$ cat config.mk
export PLATFORM = sky130hd
export DESIGN_NAME = dual_motor_pwm_ramp_brake
export DESIGN_NICKNAME = d
export VERILOG_FILES = /design/src/rtl/dmpr_pkg.sv /design/src/rtl/dual_motor_pwm_ramp_brake.sv /design/src/rtl/dmpr_core.sv
export SDC_FILE = /design/constraint.sdc
export NUM_CORES = 1
export LEC_CHECK = 0
export BUFFER_PORTS_ARGS = -buffer_cell sky130_fd_sc_hd__buf_2
export CORE_ASPECT_RATIO = 1.1
export CORE_MARGIN = 2
export CORE_UTILIZATION = 48
export DETAILED_ROUTE_END_ITERATION = 8
export PLACE_DENSITY_LB_ADDON = 0.15
export SYNTH_ARGS = -nofsm -noshare
export SYNTH_HDL_FRONTEND = slang
export SYNTH_SLANG_ARGS = --single-unit
$ cat constraint.sdc
create_clock -name clk -period 19.8 [get_ports clk]
set_input_delay 4.95 -clock clk [delete_from_list [all_inputs] [get_ports clk]]
set_output_delay 4.95 -clock clk [all_outputs]
set_load 0.05 [all_outputs]
$ cat src/rtl/dmpr_pkg.sv
// ----------------------------------------------------------------------------
// dmpr_pkg: shared types and constants for the dual motor PWM drive
// Beat formats, command and direction codes, activity states, the percent to
// duty table and the reciprocal constants used for the divide by RAMP_STEPS.
// ----------------------------------------------------------------------------
package dmpr_pkg;

  // Block configuration.
  localparam int PWM_PERIOD_TICKS = 50;
  localparam int RAMP_STEPS       = 10;
  localparam int PCT_FULL         = 100;

  // Field widths fixed by the interface.
  localparam int CMD_W    = 3;
  localparam int DIR_W    = 2;
  localparam int PCT_IN_W = 8;
  localparam int DUR_W    = 16;
  localparam int PINS_W   = 4;

  // Internal widths derived from the configuration.
  localparam int PHASE_W = $clog2(PWM_PERIOD_TICKS);
  localparam int DUTY_W  = $clog2(PWM_PERIOD_TICKS + 1);
  localparam int PCT_W   = $clog2(PCT_FULL + 1);
  localparam int STEP_W  = $clog2(RAMP_STEPS + 1);
  localparam int ACC_W   = $clog2(PCT_FULL * (RAMP_STEPS + 1) + 1);
  localparam int HOLD_W  = $clog2((2 ** DUR_W - 1) / RAMP_STEPS + 1);

  // Reciprocal multiply for duration / RAMP_STEPS (exact over 16-bit inputs).
  localparam int HOLD_SHIFT  = DUR_W + $clog2(RAMP_STEPS);
  localparam int HOLD_MULT_W = DUR_W + 2;
  localparam logic [HOLD_MULT_W-1:0] HOLD_MULT =
    HOLD_MULT_W'((2 ** HOLD_SHIFT + RAMP_STEPS - 1) / RAMP_STEPS);

  // Reciprocal multiply for ramp accumulator / RAMP_STEPS.
  localparam int ACC_SHIFT  = ACC_W + $clog2(RAMP_STEPS);
  localparam int ACC_MULT_W = ACC_W + 2;
  localparam logic [ACC_MULT_W-1:0] ACC_MULT =
    ACC_MULT_W'((2 ** ACC_SHIFT + RAMP_STEPS - 1) / RAMP_STEPS);

  // Command codes; the eighth code is unused and ignored.
  typedef enum logic [CMD_W-1:0] {
    CMD_PWM_TICK   = 3'd0,
    CMD_MS_TICK    = 3'd1,
    CMD_SET_DIR    = 3'd2,
    CMD_SET_DUTY   = 3'd3,
    CMD_SOFT_START = 3'd4,
    CMD_BRAKE      = 3'd5,
    CMD_STOP       = 3'd6
  } cmd_t;

  typedef enum logic [DIR_W-1:0] {
    DIR_FORWARD = 2'd0,
    DIR_REVERSE = 2'd1,
    DIR_RIGHT   = 2'd2,
    DIR_LEFT    = 2'd3
  } dir_t;

  typedef enum logic [1:0] {
    ACT_IDLE  = 2'd0,
    ACT_RAMP  = 2'd1,
    ACT_BRAKE = 2'd2
  } act_t;

  // Pin patterns: bit 0 left one, bit 1 left two, bit 2 right one, bit 3 right two.
  localparam logic [PINS_W-1:0] PINS_OFF   = 4'h0;
  localparam logic [PINS_W-1:0] PINS_BRAKE = 4'hF;

  typedef struct packed {
    logic [CMD_W-1:0]    command;
    logic [DIR_W-1:0]    direction;
    logic [PCT_IN_W-1:0] percent_a;
    logic [PCT_IN_W-1:0] percent_b;
    logic [DUR_W-1:0]    duration_ms;
  } item_t;

  typedef struct packed {
    logic enable_a;
    logic enable_b;
    logic left_pin_one;
    logic left_pin_two;
    logic right_pin_one;
    logic right_pin_two;
    logic busy_res;
  } result_t;

  typedef logic [DUTY_W-1:0] duty_t;
  typedef logic [PCT_W-1:0]  pct_t;

  localparam int PCT_TABLE_DEPTH = 2 ** PCT_W;
  typedef duty_t duty_table_t [PCT_TABLE_DEPTH];

  // Duty in ticks for each percent; codes above full scale read as full.
  function automatic duty_table_t build_duty_table();
    duty_table_t t;
    int          p;
    for (int i = 0; i < PCT_TABLE_DEPTH; i++) begin
      p    = (i > PCT_FULL) ? PCT_FULL : i;
      t[i] = DUTY_W'((p * PWM_PERIOD_TICKS) / PCT_FULL);
    end
    return t;
  endfunction

  localparam duty_table_t DUTY_TABLE = build_duty_table();

  localparam duty_t DUTY_ZERO = '0;
  localparam duty_t DUTY_FULL = DUTY_W'(PWM_PERIOD_TICKS);

  // Saturate an incoming percent to full scale.
  function automatic pct_t sat_pct(logic [PCT_IN_W-1:0] p);
    pct_t r;
    if (p > PCT_IN_W'(PCT_FULL)) begin
      r = PCT_W'(PCT_FULL);
    end else begin
      r = p[PCT_W-1:0];
    end
    return r;
  endfunction

  // H-bridge pin pattern for a direction code.
  function automatic logic [PINS_W-1:0] dir_pins(logic [DIR_W-1:0] d);
    logic [PINS_W-1:0] r;
    case (d)
      DIR_FORWARD: r = 4'h5;
      DIR_REVERSE: r = 4'hA;
      DIR_RIGHT:   r = 4'h9;
      DIR_LEFT:    r = 4'h6;
      default:     r = PINS_OFF;
    endcase
    return r;
  endfunction

endpackage

$ cat src/rtl/dual_motor_pwm_ramp_brake.sv
// ----------------------------------------------------------------------------
// dual_motor_pwm_ramp_brake: two-channel H-bridge PWM drive
// Top level with the beat handshake and the result register.
// ----------------------------------------------------------------------------
// Every input beat (PWM tick, millisecond tick or command) yields exactly one
// result beat with the pin levels after it. The block sustains one beat per
// clock: the state update and the pin levels are computed combinationally
// between the accepted beat and the result register, and a new beat is taken
// whenever the result register is empty or its beat is being taken in the
// same cycle.
// While a soft start ramp or a brake hold runs, commands other than ticks are
// ignored and busy_res reads high.
module dual_motor_pwm_ramp_brake (
  input  logic              clk,
  input  logic              rst,
  input  logic              item_valid,
  output logic              item_ready,
  input  dmpr_pkg::item_t   item,
  output logic              result_valid,
  input  logic              result_ready,
  output dmpr_pkg::result_t result
);

  logic              accept;
  dmpr_pkg::result_t next_result;

  // Take a new beat whenever the result register frees up this cycle.
  assign item_ready = !result_valid || result_ready;
  assign accept     = item_valid && item_ready;

  dmpr_core u_core (
    .clk         (clk),
    .rst         (rst),
    .accept      (accept),
    .item        (item),
    .next_result (next_result)
  );

  // Result register valid flag.
  always_ff @(posedge clk) begin
    if (rst) begin
      result_valid <= 1'b0;
    end else if (accept) begin
      result_valid <= 1'b1;
    end else if (result_ready) begin
      result_valid <= 1'b0;
    end
  end

  // Result payload.
  always_ff @(posedge clk) begin
    if (accept) begin
      result <= next_result;
    end
  end

endmodule

$ cat src/rtl/dmpr_core.sv
// ----------------------------------------------------------------------------
// dmpr_core: drive state and per-beat update
// Holds the PWM phase, duties, direction pins and the ramp / brake sequencer.
// Each accepted beat updates the state registers, and the pin levels after
// that beat are presented combinationally for the result register.
// ----------------------------------------------------------------------------
module dmpr_core (
  input  logic            clk,
  input  logic            rst,
  input  logic            accept,
  input  dmpr_pkg::item_t item,
  output dmpr_pkg::result_t next_result
);

  // State registers.
  logic [dmpr_pkg::PHASE_W-1:0] pwm_phase, pwm_phase_next;
  dmpr_pkg::duty_t              duty_a, duty_a_next;
  dmpr_pkg::duty_t              duty_b, duty_b_next;
  dmpr_pkg::pct_t               ramp_target_a, ramp_target_a_next;
  dmpr_pkg::pct_t               ramp_target_b, ramp_target_b_next;
  logic [dmpr_pkg::ACC_W-1:0]   ramp_acc_a, ramp_acc_a_next;
  logic [dmpr_pkg::ACC_W-1:0]   ramp_acc_b, ramp_acc_b_next;
  logic [dmpr_pkg::STEP_W-1:0]  ramp_step, ramp_step_next;
  logic [dmpr_pkg::HOLD_W-1:0]  step_hold_ms, step_hold_ms_next;
  logic [dmpr_pkg::DUR_W-1:0]   hold_left_ms, hold_left_ms_next;
  logic [dmpr_pkg::PINS_W-1:0]  direction_pins, direction_pins_next;
  dmpr_pkg::act_t               act, act_next;

  // Decoded beat and timer conditions.
  logic                         is_ms_tick;
  logic                         hold_expire;
  logic                         ramp_last;
  logic                         start_zero;
  logic                         brake_zero;
  logic [dmpr_pkg::DUR_W-1:0]   hold_dec;
  dmpr_pkg::pct_t               sat_a, sat_b;

  // Divide by RAMP_STEPS through reciprocal multiplies.
  logic [dmpr_pkg::DUR_W+dmpr_pkg::HOLD_MULT_W-1:0] hold_prod;
  logic [dmpr_pkg::HOLD_W-1:0]                      hold_quot;
  logic [dmpr_pkg::ACC_W+dmpr_pkg::ACC_MULT_W-1:0]  ramp_prod_a, ramp_prod_b;
  dmpr_pkg::pct_t                                   ramp_pct_a, ramp_pct_b;

  assign hold_prod   = dmpr_pkg::DUR_W'(item.duration_ms) * dmpr_pkg::HOLD_MULT;
  assign hold_quot   = hold_prod[dmpr_pkg::HOLD_SHIFT +: dmpr_pkg::HOLD_W];
  assign ramp_prod_a = ramp_acc_a * dmpr_pkg::ACC_MULT;
  assign ramp_prod_b = ramp_acc_b * dmpr_pkg::ACC_MULT;
  assign ramp_pct_a  = ramp_prod_a[dmpr_pkg::ACC_SHIFT +: dmpr_pkg::PCT_W];
  assign ramp_pct_b  = ramp_prod_b[dmpr_pkg::ACC_SHIFT +: dmpr_pkg::PCT_W];

  assign is_ms_tick  = accept && (item.command == dmpr_pkg::CMD_MS_TICK);
  assign hold_dec    = (hold_left_ms == '0) ? '0 : hold_left_ms - 1'b1;
  assign hold_expire = (hold_dec == '0);
  assign ramp_last   = (ramp_step >= dmpr_pkg::STEP_W'(dmpr_pkg::RAMP_STEPS));
  assign start_zero  = (item.duration_ms < dmpr_pkg::DUR_W'(dmpr_pkg::RAMP_STEPS));
  assign brake_zero  = (item.duration_ms == '0);
  assign sat_a       = dmpr_pkg::sat_pct(item.percent_a);
  assign sat_b       = dmpr_pkg::sat_pct(item.percent_b);

  // Activity sequencer: next state.
  always_comb begin
    act_next = act;
    case (act)
      dmpr_pkg::ACT_IDLE: begin
        if (accept && item.command == dmpr_pkg::CMD_SOFT_START && !start_zero) begin
          act_next = dmpr_pkg::ACT_RAMP;
        end else if (accept && item.command == dmpr_pkg::CMD_BRAKE && !brake_zero) begin
          act_next = dmpr_pkg::ACT_BRAKE;
        end
      end
      dmpr_pkg::ACT_RAMP: begin
        if (is_ms_tick && hold_expire && ramp_last) begin
          act_next = dmpr_pkg::ACT_IDLE;
        end
      end
      dmpr_pkg::ACT_BRAKE: begin
        if (is_ms_tick && hold_expire) begin
          act_next = dmpr_pkg::ACT_IDLE;
        end
      end
      default: act_next = dmpr_pkg::ACT_IDLE;
    endcase
  end

  // Datapath: phase, duties, pins and ramp bookkeeping.
  always_comb begin
    pwm_phase_next      = pwm_phase;
    duty_a_next         = duty_a;
    duty_b_next         = duty_b;
    ramp_target_a_next  = ramp_target_a;
    ramp_target_b_next  = ramp_target_b;
    ramp_acc_a_next     = ramp_acc_a;
    ramp_acc_b_next     = ramp_acc_b;
    ramp_step_next      = ramp_step;
    step_hold_ms_next   = step_hold_ms;
    hold_left_ms_next   = hold_left_ms;
    direction_pins_next = direction_pins;
    if (accept) begin
      case (item.command)
        dmpr_pkg::CMD_PWM_TICK: begin
          if (pwm_phase == dmpr_pkg::PHASE_W'(dmpr_pkg::PWM_PERIOD_TICKS - 1)) begin
            pwm_phase_next = '0;
          end else begin
            pwm_phase_next = pwm_phase + 1'b1;
          end
        end
        dmpr_pkg::CMD_MS_TICK: begin
          if (act == dmpr_pkg::ACT_RAMP) begin
            hold_left_ms_next = hold_dec;
            if (hold_expire && !ramp_last) begin
              // Next ramp step: the accumulator already holds target * step.
              ramp_step_next    = ramp_step + 1'b1;
              duty_a_next       = dmpr_pkg::DUTY_TABLE[ramp_pct_a];
              duty_b_next       = dmpr_pkg::DUTY_TABLE[ramp_pct_b];
              ramp_acc_a_next   = ramp_acc_a + dmpr_pkg::ACC_W'(ramp_target_a);
              ramp_acc_b_next   = ramp_acc_b + dmpr_pkg::ACC_W'(ramp_target_b);
              hold_left_ms_next = dmpr_pkg::DUR_W'(step_hold_ms);
            end
          end else if (act == dmpr_pkg::ACT_BRAKE) begin
            hold_left_ms_next = hold_dec;
            if (hold_expire) begin
              direction_pins_next = dmpr_pkg::PINS_OFF;
              duty_a_next         = dmpr_pkg::DUTY_ZERO;
              duty_b_next         = dmpr_pkg::DUTY_ZERO;
            end
          end
        end
        dmpr_pkg::CMD_SET_DIR: begin
          if (act == dmpr_pkg::ACT_IDLE) begin
            direction_pins_next = dmpr_pkg::dir_pins(item.direction);
          end
        end
        dmpr_pkg::CMD_SET_DUTY: begin
          if (act == dmpr_pkg::ACT_IDLE) begin
            duty_a_next = dmpr_pkg::DUTY_TABLE[sat_a];
            duty_b_next = dmpr_pkg::DUTY_TABLE[sat_b];
          end
        end
        dmpr_pkg::CMD_SOFT_START: begin
          if (act == dmpr_pkg::ACT_IDLE) begin
            ramp_target_a_next = sat_a;
            ramp_target_b_next = sat_b;
            ramp_acc_a_next    = dmpr_pkg::ACC_W'(sat_a);
            ramp_acc_b_next    = dmpr_pkg::ACC_W'(sat_b);
            step_hold_ms_next  = hold_quot;
            if (start_zero) begin
              // Zero step hold: jump straight to the full targets.
              ramp_step_next    = dmpr_pkg::STEP_W'(dmpr_pkg::RAMP_STEPS);
              duty_a_next       = dmpr_pkg::DUTY_TABLE[sat_a];
              duty_b_next       = dmpr_pkg::DUTY_TABLE[sat_b];
              hold_left_ms_next = '0;
            end else begin
              ramp_step_next    = '0;
              duty_a_next       = dmpr_pkg::DUTY_ZERO;
              duty_b_next       = dmpr_pkg::DUTY_ZERO;
              hold_left_ms_next = dmpr_pkg::DUR_W'(hold_quot);
            end
          end
        end
        dmpr_pkg::CMD_BRAKE: begin
          if (act == dmpr_pkg::ACT_IDLE) begin
            if (brake_zero) begin
              direction_pins_next = dmpr_pkg::PINS_OFF;
              duty_a_next         = dmpr_pkg::DUTY_ZERO;
              duty_b_next         = dmpr_pkg::DUTY_ZERO;
            end else begin
              direction_pins_next = dmpr_pkg::PINS_BRAKE;
              duty_a_next         = dmpr_pkg::DUTY_FULL;
              duty_b_next         = dmpr_pkg::DUTY_FULL;
              hold_left_ms_next   = item.duration_ms;
            end
          end
        end
        dmpr_pkg::CMD_STOP: begin
          if (act == dmpr_pkg::ACT_IDLE) begin
            direction_pins_next = dmpr_pkg::PINS_OFF;
            duty_a_next         = dmpr_pkg::DUTY_ZERO;
            duty_b_next         = dmpr_pkg::DUTY_ZERO;
          end
        end
        default: begin
        end
      endcase
    end
  end

  // Pin levels after the beat.
  always_comb begin
    next_result.enable_a      = (dmpr_pkg::DUTY_W'(pwm_phase_next) < duty_a_next);
    next_result.enable_b      = (dmpr_pkg::DUTY_W'(pwm_phase_next) < duty_b_next);
    next_result.left_pin_one  = direction_pins_next[0];
    next_result.left_pin_two  = direction_pins_next[1];
    next_result.right_pin_one = direction_pins_next[2];
    next_result.right_pin_two = direction_pins_next[3];
    next_result.busy_res      = (act_next != dmpr_pkg::ACT_IDLE);
  end

  // State update.
  always_ff @(posedge clk) begin
    if (rst) begin
      pwm_phase      <= '0;
      duty_a         <= '0;
      duty_b         <= '0;
      ramp_target_a  <= '0;
      ramp_target_b  <= '0;
      ramp_acc_a     <= '0;
      ramp_acc_b     <= '0;
      ramp_step      <= '0;
      step_hold_ms   <= '0;
      hold_left_ms   <= '0;
      direction_pins <= dmpr_pkg::PINS_OFF;
      act            <= dmpr_pkg::ACT_IDLE;
    end else begin
      pwm_phase      <= pwm_phase_next;
      duty_a         <= duty_a_next;
      duty_b         <= duty_b_next;
      ramp_target_a  <= ramp_target_a_next;
      ramp_target_b  <= ramp_target_b_next;
      ramp_acc_a     <= ramp_acc_a_next;
      ramp_acc_b     <= ramp_acc_b_next;
      ramp_step      <= ramp_step_next;
      step_hold_ms   <= step_hold_ms_next;
      hold_left_ms   <= hold_left_ms_next;
      direction_pins <= direction_pins_next;
      act            <= act_next;
    end
  end

  // A running ramp or brake always has time left on its hold counter.
  a_busy_hold_nonzero: assert property (@(posedge clk) disable iff (rst)
    (act != dmpr_pkg::ACT_IDLE) |-> (hold_left_ms != '0))
    else $error("busy with an empty hold counter");

  // The ramp never runs past its last step.
  a_step_in_range: assert property (@(posedge clk) disable iff (rst)
    ramp_step <= dmpr_pkg::STEP_W'(dmpr_pkg::RAMP_STEPS))
    else $error("ramp step beyond last step");

  // The PWM phase stays inside one period.
  a_phase_in_range: assert property (@(posedge clk) disable iff (rst)
    pwm_phase < dmpr_pkg::PHASE_W'(dmpr_pkg::PWM_PERIOD_TICKS))
    else $error("PWM phase out of range");

  // During a brake hold the bridge is shorted at full duty.
  a_brake_drive: assert property (@(posedge clk) disable iff (rst)
    (act == dmpr_pkg::ACT_BRAKE) |->
      (direction_pins == dmpr_pkg::PINS_BRAKE && duty_a == dmpr_pkg::DUTY_FULL &&
       duty_b == dmpr_pkg::DUTY_FULL))
    else $error("brake hold without full drive");

endmodule
==> metrics.txt <==
outcome finished clean; Slew Viols, Final 0; vias per inst 5.57; core box area 30500 sq um; fin crit share 53.8%; fmax 0.0939 GHz; DRT Wirelength 38100 microns; worst-path maximum fanout 7; Port Buffers 49; first drt pass iteration count 5; Placement Rows 67; worst relative slew slack 21.3%; initial core utilization 48.8%; register area share after synthesis 14.0%; initial antenna violation count 1; post_cts resized 0; Post-CTS Setup Inserts 0; clock root cell clkbuf_16; layout cells sized above 1 5.54%; RSZ-0062 raised after global routing no; cts hold-fix bufs 0; clock edge transition at the registers on the reported setup and hold paths 0.08 ns; Final Cell Area 15900 sq um; area leader, netlist ha_1; crit start category input port; EDFF count, synth 7; synthesized flop and latch total 101; Critical Path Sink Type flip-flop; max cap viols 0; critical path class input port to flip-flop; DIE WIDTH 172 microns; TritonCTS clock tree done; Clock Latency Late Sink 0.36 ns; Synth Instances 1702; Initial DRC Count 653; total CTS buffers 9; Pleak 8.13 nW; first-pass GRT wire length 62200 microns; DRC Markers 0; Peak VDD IR 0.0971 mV; CTS max path bufs 2; Yosys warnings 0; PwrDens 84.7 nW/um^2; Least-Margin Pin Slew 1.18 ns; vias in the first global route 12200; Syn Std Cell Area 14900 sq um; clk sinks 101; post-route ant nets 0; total gr overflow 0; filler cell count 2991; top-area cell type share of the netlist area 25.4%; Antenna diodes 0; die area 32500 sq um; Top Ports 50; pin count of the biggest net entering global routing 68; top-count cell post-synth ha_1; Hold Path Class flip-flop to flip-flop; Layout Nets 2216; Area contributors post-synth ha_1 25%, fa_1 19%, dfxtp_1 13%, inv_1 7.5%, a21oi_1 3.5%; Final Hold Viols 0; fin crit period 10.64 ns; hold slack 0.466 ns; top_reg_cell synth dfxtp_1; setup TNS 0 ns; H-tree Lvls 3; Avg WL per Cell 17.7 microns; total placed instance area 15600 sq um; WP data arrival 10.92 ns; Async SR Flop Fraction 0%; P&R area growth vs syn 6.52%; Cell variety after synth 69; GRT Overall Usage 24.5%; Setup Skew 0.0111 ns; non-filler cells, final 2147; Final setup viols 0; worst endpoint required time 20.07 ns; Placed Instances 2131; Final HPWL DP 31700 microns; chip height 189 microns; Mapped Nets 2190; Avg Inst Size Synth 8.76 sq um; Post-synth top cells 302 x ha_1, 297 x inv_1, 145 x fa_1, 135 x nor2_1, 104 x a21oi_1; via count 12000; gpl congestion 0.898
[cells in the final DEF, fill, tap and decap left out, types with 36 or more instances in the layout]
cell and count:
ha_1 302, inv_1 297, fa_1 145, nor2_1 135, a21oi_1 104, dfxtp_1 94, nand2_1 81, o21ai_0 60
buf_2 49, xnor2_1 36, a211oi_1 36
[cells by family (layout without fill, tap and decap cells)]
family / Yosys count / in the layout / synth area share [%]
AO/OA/AOI/OAI: 355 / 355 / 15.8
buffers and inverters: 346 / 377 / 8.80
adder cells (fa/ha/maj): 447 / 447 / 44.8
flip-flops: 101 / 101 / 14.0
AND/OR/NAND/NOR: 383 / 383 / 12.4
multiplexers: 8 / 8 / 0.537
XOR/XNOR: 62 / 62 / 3.64
[path summary, 6_finish.rpt]
| kind | startpoint | end | slack [ns] | cells after the start |
|---|---|---|---|---|
| max | item[5] | u_core.hold_left_ms[11] | 9.16 | 20 |
| min | u_core.step_hold_ms[2] | u_core.step_hold_ms[2] | 0.47 | 2 |
| min reg2reg | u_core.step_hold_ms[2] | u_core.step_hold_ms[2] | 0.47 | 2 |
| max reg2reg | u_core.ramp_acc_a[9] | result[6] | 12.99 | 24 |
[registers in the layout, summed over array words and instances, names as in the netlist]
register	cells
u_core.hold_left_ms	16
u_core.step_hold_ms	13
u_core.ramp_acc_a	11
u_core.ramp_acc_b	11
result	7
u_core.ramp_target_a	7
u_core.ramp_target_b	7
u_core.duty_a	6
u_core.duty_b	6
u_core.pwm_phase	6
u_core.direction_pins	4
u_core.ramp_step	4
u_core.act	2
result_valid	1
[per-layer routing]
metal  track usage [%]  vias to the layer above  share of wire (%)
met1              31.1                     5757                 44
met2              42.8                      260                 49
li1                  -                     5866                  -
met3              3.05                       83                3.8
met5                 0                        -              0.032
met4              8.31                        2                3.6
[area by class of cell]
type                            instances  area [sq um]  area share (%)
Tap cell                              414           518            3.26
Clock inverter                          7          57.6           0.363
Multi-Input combinational cell       1255         11500            72.5
Clock buffer                            9           225            1.42
Sequential cell                       101          2090            13.2
Timing Repair Buffer                   62           343            2.16
Inverter                              299          1120            7.07
[metrics by stage]
step	setup slack [ns]	util, %	total power [mW]
2_1_floorplan	9.46	-	0.939
3_3_place_gp	8.84	51.1	1.16
3_5_place_dp	8.81	51.1	1.16
4_1_cts	9.16	52.0	1.35
5_1_grt	8.76	52.0	1.48
6_report	9.16	52.0	1.34
[worst max-delay path: stages]
cell and delay, ns:
buf_2 0.25, inv_1 0.08, ha_1 0.34, inv_1 0.08, fa_1 0.53, inv_1 0.05
fa_1 0.50, fa_1 0.52, fa_1 0.52, fa_1 0.50, ha_1 0.36, a41o_1 0.20
a21oi_1 0.24, a21boi_0 0.18, a2111oi_0 0.68, o31ai_1 0.25, xnor2_1 0.19, nor3_1 0.15
a211oi_1 0.06, o32ai_1 0.29
[where the power goes]
part / total [mW] / internal [mW] / switching, mW
sequential: 0.231 / 0.218 / 0.0134
combinational: 0.938 / 0.385 / 0.553
clock: 0.176 / 0.0875 / 0.0886
total: 1.34 / 0.690 / 0.655
No activity file was read; power rests on OpenSTA's default activity.
